**config.mk**
```make
export PLATFORM = sky130hd
export DESIGN_NAME = cia_queue
export DESIGN_NICKNAME = d
export VERILOG_FILES = /design/src/rtl/core/cia_pkg.sv /design/src/rtl/core/cia_queue.sv
export SDC_FILE = /design/constraint.sdc
export NUM_CORES = 1
export LEC_CHECK = 0
export ABC_CLOCK_PERIOD_IN_PS = 8650
export BUFFER_PORTS_ARGS = -buffer_cell sky130_fd_sc_hd__buf_2
export CAP_MARGIN = 20
export CORE_MARGIN = 3
export CORE_UTILIZATION = 40
export CTS_CLUSTER_DIAMETER = 50
export DETAILED_ROUTE_END_ITERATION = 10
export GPL_ROUTABILITY_DRIVEN = 1
export HOLD_SLACK_MARGIN = 0.15
export MAX_ROUTING_LAYER = met4
export PLACE_DENSITY = 0.69
export SKIP_LAST_GASP = 1
export SLEW_MARGIN = 20
export SYNTH_ARGS = -nofsm -noshare
export SYNTH_HDL_FRONTEND = slang
export SYNTH_SLANG_ARGS = --single-unit
```
**constraint.sdc**
```tcl
create_clock -name clk_i -period 8.65 [get_ports clk_i]
set_input_delay 0.865 -clock clk_i [delete_from_list [all_inputs] [get_ports clk_i]]
set_output_delay 0.865 -clock clk_i [all_outputs]
set_load 0.01 [all_outputs]
```
**src/rtl/core/cia_pkg.sv**
```systemverilog
// ----------------------------------------------------------------------------
// cia_pkg: shared types and constants of the checked integer ALU
// Operation and status codes, the queued command record and widths.
// ----------------------------------------------------------------------------
package cia_pkg;

  localparam int unsigned DataWidth = 64;
  localparam int unsigned OpWidth   = 5;
  localparam int unsigned CntWidth  = $clog2(DataWidth + 1);

  typedef enum logic [OpWidth-1:0] {
    OP_ADD = 5'd0, OP_SUB = 5'd1, OP_MUL = 5'd2, OP_DIV = 5'd3, OP_MOD = 5'd4,
    OP_AND = 5'd5, OP_OR = 5'd6, OP_XOR = 5'd7, OP_SHL = 5'd8, OP_SHR = 5'd9,
    OP_EQ = 5'd10, OP_NE = 5'd11, OP_LT = 5'd12, OP_LE = 5'd13, OP_GT = 5'd14,
    OP_GE = 5'd15, OP_IMP = 5'd16
  } op_e;

  typedef enum logic [1:0] {
    ST_OK = 2'd0, ST_OVF = 2'd1, ST_DIV0 = 2'd2, ST_SHIFT = 2'd3
  } status_e;

  // Command classes decided by the front end.
  typedef enum logic [1:0] {
    K_DONE = 2'd0, K_MUL = 2'd1, K_DIV = 2'd2
  } kind_e;

  typedef struct packed {
    kind_e                kind;
    logic                 is_mod;
    logic                 sgn;
    logic [DataWidth-1:0] a;
    logic [DataWidth-1:0] b;
    status_e              st;
  } cmd_t;

  typedef enum logic [2:0] {
    S_IDLE, S_MUL, S_MUL_CHK, S_DIV, S_DIV_FIX, S_OUT
  } state_e;

endpackage

```
**src/rtl/core/cia_queue.sv**
```systemverilog
// ----------------------------------------------------------------------------
// cia_queue: command queue
// Small FIFO between the front end and the execution unit.
// ----------------------------------------------------------------------------
module cia_queue import cia_pkg::*; (
  input  logic clk_i,
  input  logic rst_ni,
  input  logic wr_valid_i,
  output logic wr_ready_o,
  input  cmd_t wr_data_i,
  output logic rd_valid_o,
  input  logic rd_ready_i,
  output cmd_t rd_data_o
);

  cmd_t mem_q [2];
  logic wp_q, rp_q;
  logic [1:0] cnt_q;
  logic wr, rd;

  assign wr_ready_o = (cnt_q != 2'd2);
  assign rd_valid_o = (cnt_q != 2'd0);
  assign wr = wr_valid_i && wr_ready_o;
  assign rd = rd_valid_o && rd_ready_i;
  assign rd_data_o = mem_q[rp_q];

  always_ff @(posedge clk_i or negedge rst_ni) begin
    if (!rst_ni) begin
      wp_q <= 1'b0; rp_q <= 1'b0; cnt_q <= 2'd0;
    end else begin
      if (wr) wp_q <= !wp_q;
      if (rd) rp_q <= !rp_q;
      cnt_q <= cnt_q + {1'b0, wr} - {1'b0, rd};
    end
  end

  always_ff @(posedge clk_i) begin
    if (wr) mem_q[wp_q] <= wr_data_i;
  end

endmodule

```
Word-level counts from Yosys, hierarchy flattened
Memory sizes are Yosys's and may differ from the RTL's.
Cells that the tools add are included.
W data, S select, Z words.
{"block": "op_classes", "n_eq_ne": 1, "add_sub_neg": 2, "muxes": 2, "reduce_logical": 5}
{"cell": "$add A2 B1 Y2", "n": 1}
{"cell": "$logic_and A1 B1 Y1", "n": 2}
{"cell": "$logic_not A1 Y1", "n": 2}
{"cell": "$mux W1", "n": 2}
{"cell": "$ne A2 B2 Y1 const B", "n": 1}
{"cell": "$reduce_bool A2 Y1", "n": 1}
{"cell": "$sub A2 B1 Y2", "n": 1}
{"block": "word_totals", "output_inout_bits": 136, "inputBits": 138, "memories": 1, "elab_cells": 14, "regBits": 4, "ram_bits": 268}
{"memory": "mem_q", "depth": 2, "width": 134, "rd": 1, "rd_ports_with_merged_regs": 0, "write_ports": 1, "line": "cia_queue.sv:16", "text": "cmd_t mem_q [2];"}

Logic depth before layout (Yosys ltp)
{"block": "logic_depth", "depth_word": 4, "ltp_mapped": 5, "mapped_depth_nobuf": 5}

Worst setup path before layout
No wires, ideal clock.
{"block": "synth_path", "path_type": "input to register", "start": "in wr_valid_i", "end": "mem mem_q[0][0] (netlist bit), enable pin", "t_arrival_ps": 6507, "path_slack_ps": 1514, "stages": 2, "path_buffers": 0, "setup_ps": 629, "required_time_ps": 8021, "cell_sequence": "nand2_1 > nor2_1"}
{"block": "synth_between", "elab_chain_len": 3}
{"element": "start, declared", "line": "cia_queue.sv:8", "text": "input logic wr_valid_i,"}
{"element": "$logic_and A1 B1 Y1", "line": "cia_queue.sv:23", "text": "assign wr = wr_valid_i && wr_ready_o;"}
{"element": "$mux W1", "line": "cia_queue.sv:38", "text": "if (wr) mem_q[wp_q] <= wr_data_i;"}
{"element": "$mux W1 (not written as such)", "line": "cia_queue.sv:38"}
{"element": "end, declared", "line": "cia_queue.sv:16"}
Every way passes these cells.

==> results.txt <==
Counting the fill cells in the layout gives 1,999. The post-route fraction of the period consumed by the critical path came out at 0.493. The worst register-to-register path begins at cnt_q[0]. The worst path needs 4.27 ns of the cycle, external delays included.

The critical path starts at rp_q. The net count of the finished layout is 873. The tools report the core box area as 24,500 µm². The logs give 0.0469 for the met3 layer usage reported by global route and 4.87 nW for the static leakage power. Switching power as a share of total power: 0.280. The setup clock skew after layout is 0.00826 ns. IR analysis of the VDD net gives a maximum drop of 0.000280 V. The largest total area in the synthesized netlist belongs to edfxtp_1. Part of the power in registers: 0.437.

For the pin with the worst max-slew slack, the measured transition is 0.985 ns. For the Yosys warning count, the log shows 0. Maximum frequency from static timing analysis: 234 MHz. The logs give 0.137 for the global routing usage summed across all routing layers and 274 for the number of top-level design ports. From synthesis to final layout, the design area changed by 26.0%. In the layout the commonest cells are buf_2, edfxtp_1, mux2_2. The logs give 0.527 ns for the worst hold slack after final layout and 72 for the maximum number of pins on one net before global-route repair. In this run, CTS created clock tree buffers numbering 29. The cell area that synthesis handed to floorplanning was 10,100 µm². Hold path startpoint: wr_data_i[66]. Setup-violating endpoint count in the final report: 0. After clock tree synthesis, the setup repair step added 0 buffers. For this run, design rule violations remaining after detail routing come to 0. The flow ran to the end, and the final reports show no timing, DRC or antenna violations. The first routing iteration left 242 violations. The clock power share was 0.268; the net load switching power was 1.21 mW. Synthesis inferred 272 register bits. The run gives 19 as the unique cell type count in the Yosys netlist.

Buffers placed on the I/O ports in this run total 273. The average instance in the mapped netlist occupies 23.0 µm². The final hold violation count is 0, and the combinational group share of total power is 0.295. The total overflow left after global routing is 0. The number of gates resized after CTS was 0.

The height of the chip is 165 µm, and the insertion delay of the later-clocked pin in the worst-skew pair is 0.52 ns. The die covers 27,200 µm². After detailed routing, the average wire length per cell comes to 17.4 µm. The first global-routing pass estimated 28.1 mm of wire. Summed over all nets, the half-perimeter wirelength after detailed placement is 12.3 mm. STA classifies the critical path startpoint as a flip-flop.

TritonCTS built the clock tree. For the worst setup path, the data arrival time is 3.40 ns. STA classifies the critical path endpoint as an output pin. Clock-pin slew was measured on the worst setup and hold paths at 0.06 ns. For the final routed database, the setup TNS stands at 0 ns. The effective utilization at floorplan was 0.411; the relative slew slack was 0.343.

In this run the clock root is driven by a clkbuf_16. The maximum buffer depth of the clock tree was 3. After detailed routing, the total wire length is 18.9 mm. The initial antenna violation count was 5; the data required time at the worst endpoint was 7.79 ns. The tool flagged a number of max-cap violations equal to 0. The internal power of the cells totals 3.11 mW. Leaving out fill and tap cells, the most frequent cell in the layout is buf_2.

The run gives 0 as the remaining antenna violation count after routing. Counting every instance in the synthesized netlist gives 439. The tools report the share of synthesized area occupied by flip-flops and latches as 0.808. The die width is 165 µm. After global routing, the most crowded layer is met2. The fraction of met1 tracks used by global routing is 0.167. After floorplanning, the core was divided into 57 placement rows. The tools report the fraction of met2 tracks used by global routing as 0.219.

The run gives 5,218 as the via count of the first global-routing pass. The tools report the total number of vias as 5,005. Ranked by total cell area, the synthesized netlist is headed by edfxtp_1, mux2_2, mux2_4.

The fraction of post-synthesis cell area in the top cell type by area is 0.798. The tightest min-delay check is of the primary input to flip-flop type. The layout cell share with drive strength beyond 1 is 0.603, and the routability-driven placement congestion ratio is 0.724. Setup repair after global routing left no endpoint under its margin. When the netlist entered floorplanning its net count stood at 578. The total of hold buffers inserted after clock tree synthesis was 1. The H-tree level count was 1. The via-per-instance ratio came out at 4.63. Before antenna repair, the detailed router went through 4 iterations. Dividing total power by cell area gives a power density of 340 nW/µm². Critical path start-end classification: flip-flop to output pin. Of all nets on the critical path, the largest fanout is 62. For the final-report max-slew violation count, the log shows 0. The number of clock sinks was 272.
cell usage after synthesis (all sizes together):
cell type	number
edfxtp	268
mux2	134
buf	15
dfrtp	4
nor2	3
xnor2	3
nand2	2
a311oi	1
and3	1
ha	1
nand2b	1
nand3	1
nor2b	1
nor4bb	1
o21ai	1
o21ba	1
or2	1
final cells by class:
type                       count  area [µm²]  share of cell area
antenna                        5        12.5            0.000984
timing repair buffer         279        1410               0.111
clock inverter                14         144              0.0113
multi-input combinational    152        1830               0.144
clock buffer                  36         752              0.0592
tap                          324         405              0.0319
sequential                   272        8150               0.641
worst max-delay path, stage by stage (launching register included):
cell	delay, ns
dfrtp_4	0.55
buf_4	0.74
buf_4	0.86
mux2_2	0.43
buf_2	0.14
power groups by stage:
stage / registers (mW) / clock network [mW] / logic, mW
CTS: 1.89 / 1.19 / 1.31
floorplan: 1.93 / 0 / 0.879
detailed placement: 1.92 / 0 / 1.30
global route: 1.92 / 1.25 / 1.38
global placement: 1.91 / 0 / 1.30
finish: 1.89 / 1.16 / 1.28
worst paths after layout:
kind / endpoint / slack [ns] / depth (start not counted)
setup / recovery: rd_data_o[73] / 4.38 / 4
hold / removal: mem_q[0][66] / 0.53 / 1
setup reg to reg: mem_q[0][11] / 5.76 / 5
hold reg to reg: wp_q / 0.56 / 1
max in group asynchronous: rp_q / 7.83 / 2
min in group asynchronous: cnt_q[0] / 0.67 / 2
state kept, by name, summed over array words and instances (netlist names):
register  count
wp_q          1
rp_q          1
cnt_q         2
mem_q       268
per-layer routing:
metal	vias up	part of all wire
met5	-	0
li1	2356	-
met4	0	0.019
met3	35	0.10
met1	2416	0.41
met2	198	0.47
through the flow:
step           area, µm²  worst slack (ns)  instances  utilization  power (mW)
6_report           12700              4.38       1082        0.518        4.32
3_5_place_dp       11800              4.91       1026        0.481        3.22
2_1_floorplan      10100              1.51        439            -        2.81
5_1_grt            12700              4.21       1082        0.518        4.55
4_1_cts            12700              4.33       1077        0.518        4.40
3_3_place_gp       11800              4.92       1026        0.481        3.21
cells by family (layout without fill, tap and decap cells):
kind of cell,Yosys count,count (layout),share of synthesized area
mux,134,134,0.168
xor+xnor,3,3,0.00261
simple gates,11,11,0.00583
flops,272,272,0.808
other cells,0,5,0
fa+ha+maj,1,1,0.00124
compound gates,3,3,0.00236
buf+inv,15,329,0.0118
(Power assumes the default switching activity.)
