$ cat config.mk
export PLATFORM = sky130hd
export DESIGN_NAME = cia_back
export DESIGN_NICKNAME = d
export VERILOG_FILES = /design/src/rtl/core/cia_pkg.sv /design/src/rtl/core/cia_back.sv
export SDC_FILE = /design/constraint.sdc
export NUM_CORES = 2
export LEC_CHECK = 0
export BUFFER_PORTS_ARGS = -buffer_cell sky130_fd_sc_hd__buf_2
export CORE_UTILIZATION = 55
export CTS_BUF_LIST = sky130_fd_sc_hd__clkbuf_2
export CTS_CLUSTER_DIAMETER = 40
export DETAILED_ROUTE_END_ITERATION = 10
export MAX_ROUTING_LAYER = met4
export PLACE_DENSITY = 0.8
export SLEW_MARGIN = 10
export SYNTH_ARGS = -nofsm -noshare
export SYNTH_HDL_FRONTEND = slang
export SYNTH_SLANG_ARGS = --single-unit
$ cat constraint.sdc
create_clock -name clk_i -period 35.6 [get_ports clk_i]
set_input_delay 1.78 -clock clk_i [delete_from_list [all_inputs] [get_ports clk_i]]
set_output_delay 1.78 -clock clk_i [all_outputs]
set_load 0.005 [all_outputs]
$ cat src/rtl/core/cia_pkg.sv
// ----------------------------------------------------------------------------
// cia_pkg: shared types and constants of the checked integer ALU
// Operation and status codes, the queued command record and widths.
// ----------------------------------------------------------------------------
package cia_pkg;

  localparam int unsigned DataWidth = 64;
  localparam int unsigned OpWidth   = 5;
  localparam int unsigned CntWidth  = $clog2(DataWidth + 1);

  typedef enum logic [OpWidth-1:0] {
    OP_ADD = 5'd0, OP_SUB = 5'd1, OP_MUL = 5'd2, OP_DIV = 5'd3, OP_MOD = 5'd4,
    OP_AND = 5'd5, OP_OR = 5'd6, OP_XOR = 5'd7, OP_SHL = 5'd8, OP_SHR = 5'd9,
    OP_EQ = 5'd10, OP_NE = 5'd11, OP_LT = 5'd12, OP_LE = 5'd13, OP_GT = 5'd14,
    OP_GE = 5'd15, OP_IMP = 5'd16
  } op_e;

  typedef enum logic [1:0] {
    ST_OK = 2'd0, ST_OVF = 2'd1, ST_DIV0 = 2'd2, ST_SHIFT = 2'd3
  } status_e;

  // Command classes decided by the front end.
  typedef enum logic [1:0] {
    K_DONE = 2'd0, K_MUL = 2'd1, K_DIV = 2'd2
  } kind_e;

  typedef struct packed {
    kind_e                kind;
    logic                 is_mod;
    logic                 sgn;
    logic [DataWidth-1:0] a;
    logic [DataWidth-1:0] b;
    status_e              st;
  } cmd_t;

  typedef enum logic [2:0] {
    S_IDLE, S_MUL, S_MUL_CHK, S_DIV, S_DIV_FIX, S_OUT
  } state_e;

endpackage

$ cat src/rtl/core/cia_back.sv
// ----------------------------------------------------------------------------
// cia_back: execution unit
// Multiplies with four 32x32 partial products, divides one bit a cycle.
// ----------------------------------------------------------------------------
module cia_back import cia_pkg::*; (
  input  logic                 clk_i,
  input  logic                 rst_ni,
  input  logic                 cmd_valid_i,
  output logic                 cmd_ready_o,
  input  cmd_t                 cmd_i,
  output logic                 res_valid_o,
  input  logic                 res_ready_i,
  output logic [DataWidth-1:0] value_o,
  output logic [1:0]           status_o
);

  localparam int unsigned H = DataWidth / 2;

  state_e state_q, state_d;
  logic [CntWidth-1:0] cnt_q;
  cmd_t c_q;
  logic xn_q, yn_q;
  logic [DataWidth-1:0] ua_q, ub_q, quo_q, rem_q;
  logic [2*DataWidth-1:0] acc_q;
  logic [DataWidth-1:0] val_q;
  status_e st_q;
  logic [DataWidth+1:0] trial;
  logic [DataWidth:0] rem_sh;
  logic [DataWidth-1:0] pa, pb, res_mag, pp_raw;
  logic [2*DataWidth-1:0] prod_s, pp;
  logic [H-1:0] ma, mb;
  logic mul_ovf, take;

  assign take        = cmd_valid_i && cmd_ready_o;
  assign cmd_ready_o = (state_q == S_IDLE) || (state_q == S_OUT && res_ready_i);
  assign res_valid_o = (state_q == S_OUT);
  assign value_o     = val_q;
  assign status_o    = st_q;

  always_comb begin
    // one 32x32 partial product a cycle, cnt selects halves
    ma = cnt_q[0] ? ua_q[DataWidth-1:H] : ua_q[H-1:0];
    mb = cnt_q[1] ? ub_q[DataWidth-1:H] : ub_q[H-1:0];
    pp_raw = ma * mb;
    pp = {{DataWidth{1'b0}}, pp_raw} << (H * (cnt_q[0] + cnt_q[1]));
    // remainder keeps its top bit while shifting
    rem_sh = {rem_q, quo_q[DataWidth-1]};
    trial  = {1'b0, rem_sh} - {2'b00, ub_q};
    prod_s = (xn_q ^ yn_q) ? (~acc_q + 1'b1) : acc_q;
    if (c_q.sgn)
      mul_ovf = (prod_s[2*DataWidth-1:DataWidth-1] != '0) &&
                (prod_s[2*DataWidth-1:DataWidth-1] != '1);
    else
      mul_ovf = (acc_q[2*DataWidth-1:DataWidth] != '0);
    res_mag = c_q.is_mod ? rem_q : quo_q;
    pa = (cmd_i.sgn && cmd_i.a[DataWidth-1]) ? -cmd_i.a : cmd_i.a;
    pb = (cmd_i.sgn && cmd_i.b[DataWidth-1]) ? -cmd_i.b : cmd_i.b;
  end

  always_comb begin
    state_d = state_q;
    case (state_q)
      S_IDLE, S_OUT: begin
        if (state_q == S_OUT && res_ready_i) state_d = S_IDLE;
        if (take) begin
          case (cmd_i.kind)
            K_MUL:   state_d = S_MUL;
            K_DIV:   state_d = S_DIV;
            default: state_d = S_OUT;
          endcase
        end
      end
      S_MUL:     if (cnt_q == CntWidth'(3)) state_d = S_MUL_CHK;
      S_MUL_CHK: state_d = S_OUT;
      S_DIV:     if (cnt_q == CntWidth'(DataWidth - 1)) state_d = S_DIV_FIX;
      S_DIV_FIX: state_d = S_OUT;
      default:   state_d = S_IDLE;
    endcase
  end

  always_ff @(posedge clk_i or negedge rst_ni) begin
    if (!rst_ni) state_q <= S_IDLE;
    else state_q <= state_d;
  end

  always_ff @(posedge clk_i) begin
    case (state_q)
      S_MUL: begin
        acc_q <= acc_q + pp;
        cnt_q <= cnt_q + 1'b1;
      end
      S_MUL_CHK: begin
        val_q <= mul_ovf ? '0 : prod_s[DataWidth-1:0];
        st_q  <= mul_ovf ? ST_OVF : ST_OK;
      end
      S_DIV: begin
        quo_q <= {quo_q[DataWidth-2:0], !trial[DataWidth+1]};
        rem_q <= trial[DataWidth+1] ? rem_sh[DataWidth-1:0] : trial[DataWidth-1:0];
        cnt_q <= cnt_q + 1'b1;
      end
      S_DIV_FIX: begin
        st_q <= ST_OK;
        if (c_q.is_mod) val_q <= xn_q ? -res_mag : res_mag;
        else val_q <= (xn_q ^ yn_q) ? -res_mag : res_mag;
      end
      default: ;
    endcase
    if (take) begin
      c_q   <= cmd_i;
      cnt_q <= '0;
      xn_q  <= cmd_i.sgn && cmd_i.a[DataWidth-1];
      yn_q  <= cmd_i.sgn && cmd_i.b[DataWidth-1];
      ua_q  <= pa;
      ub_q  <= pb;
      quo_q <= pa;
      rem_q <= '0;
      acc_q <= '0;
      val_q <= cmd_i.a;
      st_q  <= cmd_i.st;
    end
  end

endmodule

# ---- After elaboration in Yosys (flattened, before gate mapping)
# Cells that the tools add are included.
dict set report word_totals {
  ff_bits 464
  input_bits 138
  out_inout_bits 68
}
dict set report classes {
  add_sub_neg 8
  n_mul 1
  n_eq_ne 13
  shifts 1
  muxes 25
  bitwise_logic 2
  n_reduce_logical 16
}
# cell n
set ops {}
lappend ops {{two-way mux 64 bit} 11}
lappend ops {{negation 64 bit} 3}
lappend ops {{adder 128 x 1 -> 128 bit, second input constant} 1}
lappend ops {{adder 128 bit} 1}
lappend ops {{two-way mux 128 bit} 1}
lappend ops {{NOT 128 bit} 1}
lappend ops {{one-hot mux 64 bit (2 select lines)} 1}
lappend ops {{left shift 64 x 7 -> 128 bit} 1}
lappend ops {{subtractor 65 x 64 -> 66 bit} 1}
lappend ops {{inequality test 65 bit, second input constant} 1}
lappend ops {{nonzero test 65 bit} 1}
lappend ops {{multiplier 32 x 32 -> 64 bit} 1}
lappend ops {{two-way mux 32 bit} 2}
lappend ops {{nonzero test 64 bit} 1}
lappend ops {{two-way mux 3 bit} 4}
lappend ops {{one-hot mux 3 bit (4 select lines)} 1}
lappend ops {{adder 7 x 1 -> 7 bit, second input constant} 1}
lappend ops {{== test 7 x 2 -> 1 bit, second input constant} 1}
lappend ops {{== test 7 x 6 -> 1 bit, second input constant} 1}
lappend ops {{== test 3 x 2 -> 1 bit, second input constant} 2}
lappend ops {{== test 3 bit, second input constant} 2}
lappend ops {{one-hot mux 3 bit (2 select lines)} 1}
lappend ops {{OR reduction 2 bit} 3}
lappend ops {{logical AND 1 bit} 5}
lappend ops {{16 further kinds} 18}

# ---- Logic depth before layout (Yosys ltp)
dict set report depth {
  depth_word 9
  depth_mapped 49
}

# ---- Worst setup path before layout
# No wires, ideal clock.
dict set report synth_timing {
  path_kind {register -> register}
  start {register cnt_q[0]}
  end {register acc_q[123]}
  setup_time_ps 62
  arrival_ps 11863
  required_time_ps 35538
  path_slack_ps 23675
  path_stages_with_launch 46
  path_buffers 4
  path_cell_list {dfxtp_1 > clkbuf_1 > clkbuf_1 > mux2i_1 > clkbuf_1 > nor2_1 > fa_1 > inv_1 > fa_1 > fa_1 > fa_1 > inv_1 > fa_1 > inv_1 > fa_1 > inv_1 > fa_1 > fa_1 > (+10 left out) > a21o_1 > xor2_1 > a21oi_1 > nor2_1 > ha_1 > clkbuf_1 > and4_1 > and3_1 > inv_1 > nor3_1 > nand2_1 > or3_1 > o21a_1 > a31o_2 > o21ai_0 > a21boi_0 > or4_1 > nand3_1}
}
dict set report synth_between {
  elab_chain_cells 4
}
# item line
set synth_rtl {}
lappend synth_rtl {{start: declaration} cia_back.sv:20} ;# logic [CntWidth-1:0] cnt_q;
lappend synth_rtl {{start signal: assignment} cia_back.sv:90} ;# cnt_q <= cnt_q + 1'b1;
lappend synth_rtl {{start signal: assignment} cia_back.sv:99} ;# cnt_q <= cnt_q + 1'b1;
lappend synth_rtl {{two-way mux 32 bit} cia_back.sv:42} ;# ma = cnt_q[0] ? ua_q[DataWidth-1:H] : ua_q[H-1:0];
lappend synth_rtl {{multiplier 32 x 32 -> 64 bit} cia_back.sv:44} ;# pp_raw = ma * mb;
lappend synth_rtl {{left shift 64 x 7 -> 128 bit (*)} cia_back.sv:45} ;# pp = {{DataWidth{1'b0}}, pp_raw} << (H * (cnt_q[0] + cnt_q[1]));
lappend synth_rtl {{adder 128 bit (*)} cia_back.sv:89} ;# acc_q <= acc_q + pp;
lappend synth_rtl {{end signal: assignment} cia_back.sv:89}
lappend synth_rtl {{end: declaration} cia_back.sv:24} ;# logic [2*DataWidth-1:0] acc_q;
# Mark *: on every way between the ends. The rest lies on a longest branch, timed or not.
# A chain may end at the register's enable or synchronous reset.

# ---- Worst setup path in the final report
dict set report layout_timing {
  start {register cnt_q[1]}
  end {register acc_q[122]}
}
dict set report layout_between {
  elab_chain_cells 4
}
# item line
set layout_rtl {}
lappend layout_rtl {{two-way mux 32 bit} cia_back.sv:43} ;# mb = cnt_q[1] ? ub_q[DataWidth-1:H] : ub_q[H-1:0];
lappend layout_rtl {{multiplier 32 x 32 -> 64 bit} cia_back.sv:44}
lappend layout_rtl {{left shift 64 x 7 -> 128 bit (*)} cia_back.sv:45}
lappend layout_rtl {{adder 128 bit (*)} cia_back.sv:89}
# Marks and branches as above.

==> summary.txt <==
status: completed
ANT nets after route: 0
R2R cell count: 37
max-slew violations: 0
R2R setup slack: 21970 ps
Setup CP Type: register to register
hold path cells: 1
first-pass GRT wire length: 449 mm
crit path buf inv count: 3
R2R Path Start: cnt_q[1]
post-route cell area: 0.0775 mm^2
vias in the first global route: 69300
WP data arrival: 15110 ps
Synth Register Bits: 464
Hold WC Path Type: primary input to register
DRT Pass-1 Iters: 7
CORE AREA: 0.132 mm^2
Overall Global Routing Usage: 46.3%
cell mode on critical path: fa_1
hold path startpoint: cmd_i[131]
crit-path max FO: 47
Area growth syn-to-layout: 5.70%
Final Setup Violations: 0
Reg clk slew, reported paths: 120 ps
RSZ-0062 raised after global routing: no
Final Cycle Share: 38.3%
Worst-Skew Late Latency: 1670 ps
die width: 367 um
placed cell count: 10700
Max Fclk: 73.4 MHz
CP top delay family: compound AO/OA/AOI/OAI gates
number of synthesized flops with an enable pin: 262
Startpoint Class: register
IO Port Bufs: 205
Placer Congestion: 1.09
Synth Warn #: 0
final hold vios: 0
Wirelength per Cell: 27.8 um
asr flop ratio synth: 0.647%
leading cell type in the layout, fill and taps excluded: nand2_1
clk root buf: clkbuf_2
CTS tree: done
sequential area share after synthesis: 16.3%
total CTS buffers: 137
maximum number of pins on one net before global-route repair: 212
Syn Area/Cell: 8.07 um^2
Slew HR: 5.76%
clock buffer depth: 3
final std cells w/o fill: 11000
CP endpoint kind: register
gr ovfl total: 0
Die Area: 0.135 mm^2
area post-placement: 0.0760 mm^2
slowest cell delay on critical path: 800 ps
maxcap violations: 0
fin nets: 10600
# DRC: 0
Synth Net Count: 10600
clk sinks: 464
number of H-tree levels: 4
Mapped Cells: 9085
Post-synth top flop: edfxtp_1
Initial Utilization: 55.6%
Slowest-stage cell, CP: o21a_1
Final HPWL DP: 244 mm
Worst Tran Pin Value: 1410 ps
share of layout cells above drive strength 1: 8.53%
Critical Path RT: 37080 ps
final wirelength: 306 mm
TNS Setup: 0 ps
commonest cells after routing, fill and taps aside: nand2_1, nor2_1, inv_1
Worst Hold Path EP: c_q[131]
post-cts resize count: 0
clock skew: 183 ps
Avg Vias per Cell: 6.47
height of the die: 367 um
synthesized area: 0.0733 mm^2
initial antenna violation count: 33
reg-to-reg endpoint: acc_q[122]
Vias: 71100
post-synth cell types: 89
min Tclk post-route: 13630 ps
initial drt markers: 9808
post-route core utilization: 58.8%
Cell Rows: 133
Top Ports: 206
[final cells by class]
type,instances,area [um^2]
fillers,12100,54300
multi-input cells,7085,55800
flip-flops and latches,464,11900
diodes,35,87.6
well taps,1755,2200
inverters,1035,3890
clock inverters,55,367
clock buffers,195,976
repair buffers,366,2250
[metal layers]
layer	global-route usage (%)	vias to the layer above	routed length, um
met2	65.3	5041	127000
met3	14.9	1167	42900
met5	-	-	0
met4	27.9	0	22700
met1	57.6	34500	113000
li1	-	30300	-
[per-stage QoR]
step           hold slack, ps  worst slack, ps
2_1_floorplan             453            23680
3_3_place_gp              465            22520
3_5_place_dp              474            22400
4_1_cts                   227            22320
5_1_grt                   258            21280
6_report                  345            21970
[registers in the layout, indices dropped and copies added (netlist names)]
signal	cells
xn_q	1
cnt_q	7
rem_q	64
state_q	3
acc_q	128
ua_q	64
status_o	2
ub_q	64
c_q	2
value_o	64
quo_q	64
yn_q	1
[worst reg2reg max path: cells and delay by family, from the launching register on]
kind                     cells  cell delay, ps
AO/OA/AOI/OAI               14            5320
adder cells (fa/ha/maj)     10            5150
flip-flops                   1             670
buffers and inverters        3             730
AND/OR/NAND/NOR             10            1740
[cell usage after synthesis, types with 40 or more instances]
cell type,count,share of area (%)
a211oi_1,59,0.60
a21o_1,166,1.7
a21oi_1,612,4.2
a31oi_1,58,0.49
and2_1,71,0.61
and3_1,44,0.38
buf_1,41,0.21
clkbuf_1,453,2.3
dfxtp_1,199,5.4
edfxtp_1,262,11
fa_1,898,25
ha_1,460,7.9
inv_1,1034,5.3
mux2_2,48,0.74
mux2i_1,88,1.2
nand2_1,1226,6.3
nand2b_1,52,0.44
nand3_1,101,0.69
nand4_1,122,1.0
nor2_1,1088,5.6
nor2b_1,46,0.39
nor3_1,175,1.2
nor4_1,75,0.64
o21a_1,47,0.48
o21ai_0,372,2.5
o21ai_1,45,0.31
o21ai_2,40,0.48
o21bai_1,52,0.53
o31ai_1,59,0.60
or3_1,58,0.49
or4_1,42,0.43
xnor2_1,281,3.4
xor2_1,291,3.5
[what timing repair did]
| item | CTS | global route |
|---|---|---|
| buffers inserted | 0 | 0 |
| hold buffers | 1 | 0 |
| hold endpoints to repair | 3 | 0 |
[worst max path at each step]
stage / startpoint / cells past startpoint / endpoint
after floorplan: cnt_q[0] / 45 / acc_q[123]
after global placement: cnt_q[0] / 43 / acc_q[123]
after detailed placement: cnt_q[1] / 37 / acc_q[122]
after CTS: cnt_q[1] / 37 / acc_q[122]
after global routing: cnt_q[1] / 40 / acc_q[97]
final: cnt_q[1] / 37 / acc_q[122]
[cell families (layout without fill, tap and decap cells)]
| family | Yosys count | count (layout) | share of synthesized area [%] |
|---|---|---|---|
| XOR/XNOR | 572 | 572 | 6.83 |
| other | 0 | 35 | 0 |
| flip-flops | 464 | 464 | 16.3 |
| adder cells (fa/ha/maj) | 1358 | 1358 | 32.4 |
| buffers and inverters | 1536 | 1651 | 7.93 |
| multiplexers | 136 | 136 | 1.94 |
| AO/OA/AOI/OAI | 1782 | 1782 | 15.0 |
| AND/OR/NAND/NOR | 3237 | 3237 | 19.7 |
Power is left out: the tool's default activity adds up to more than one toggle a clock period on the data nets, which glitch-free logic cannot reach.
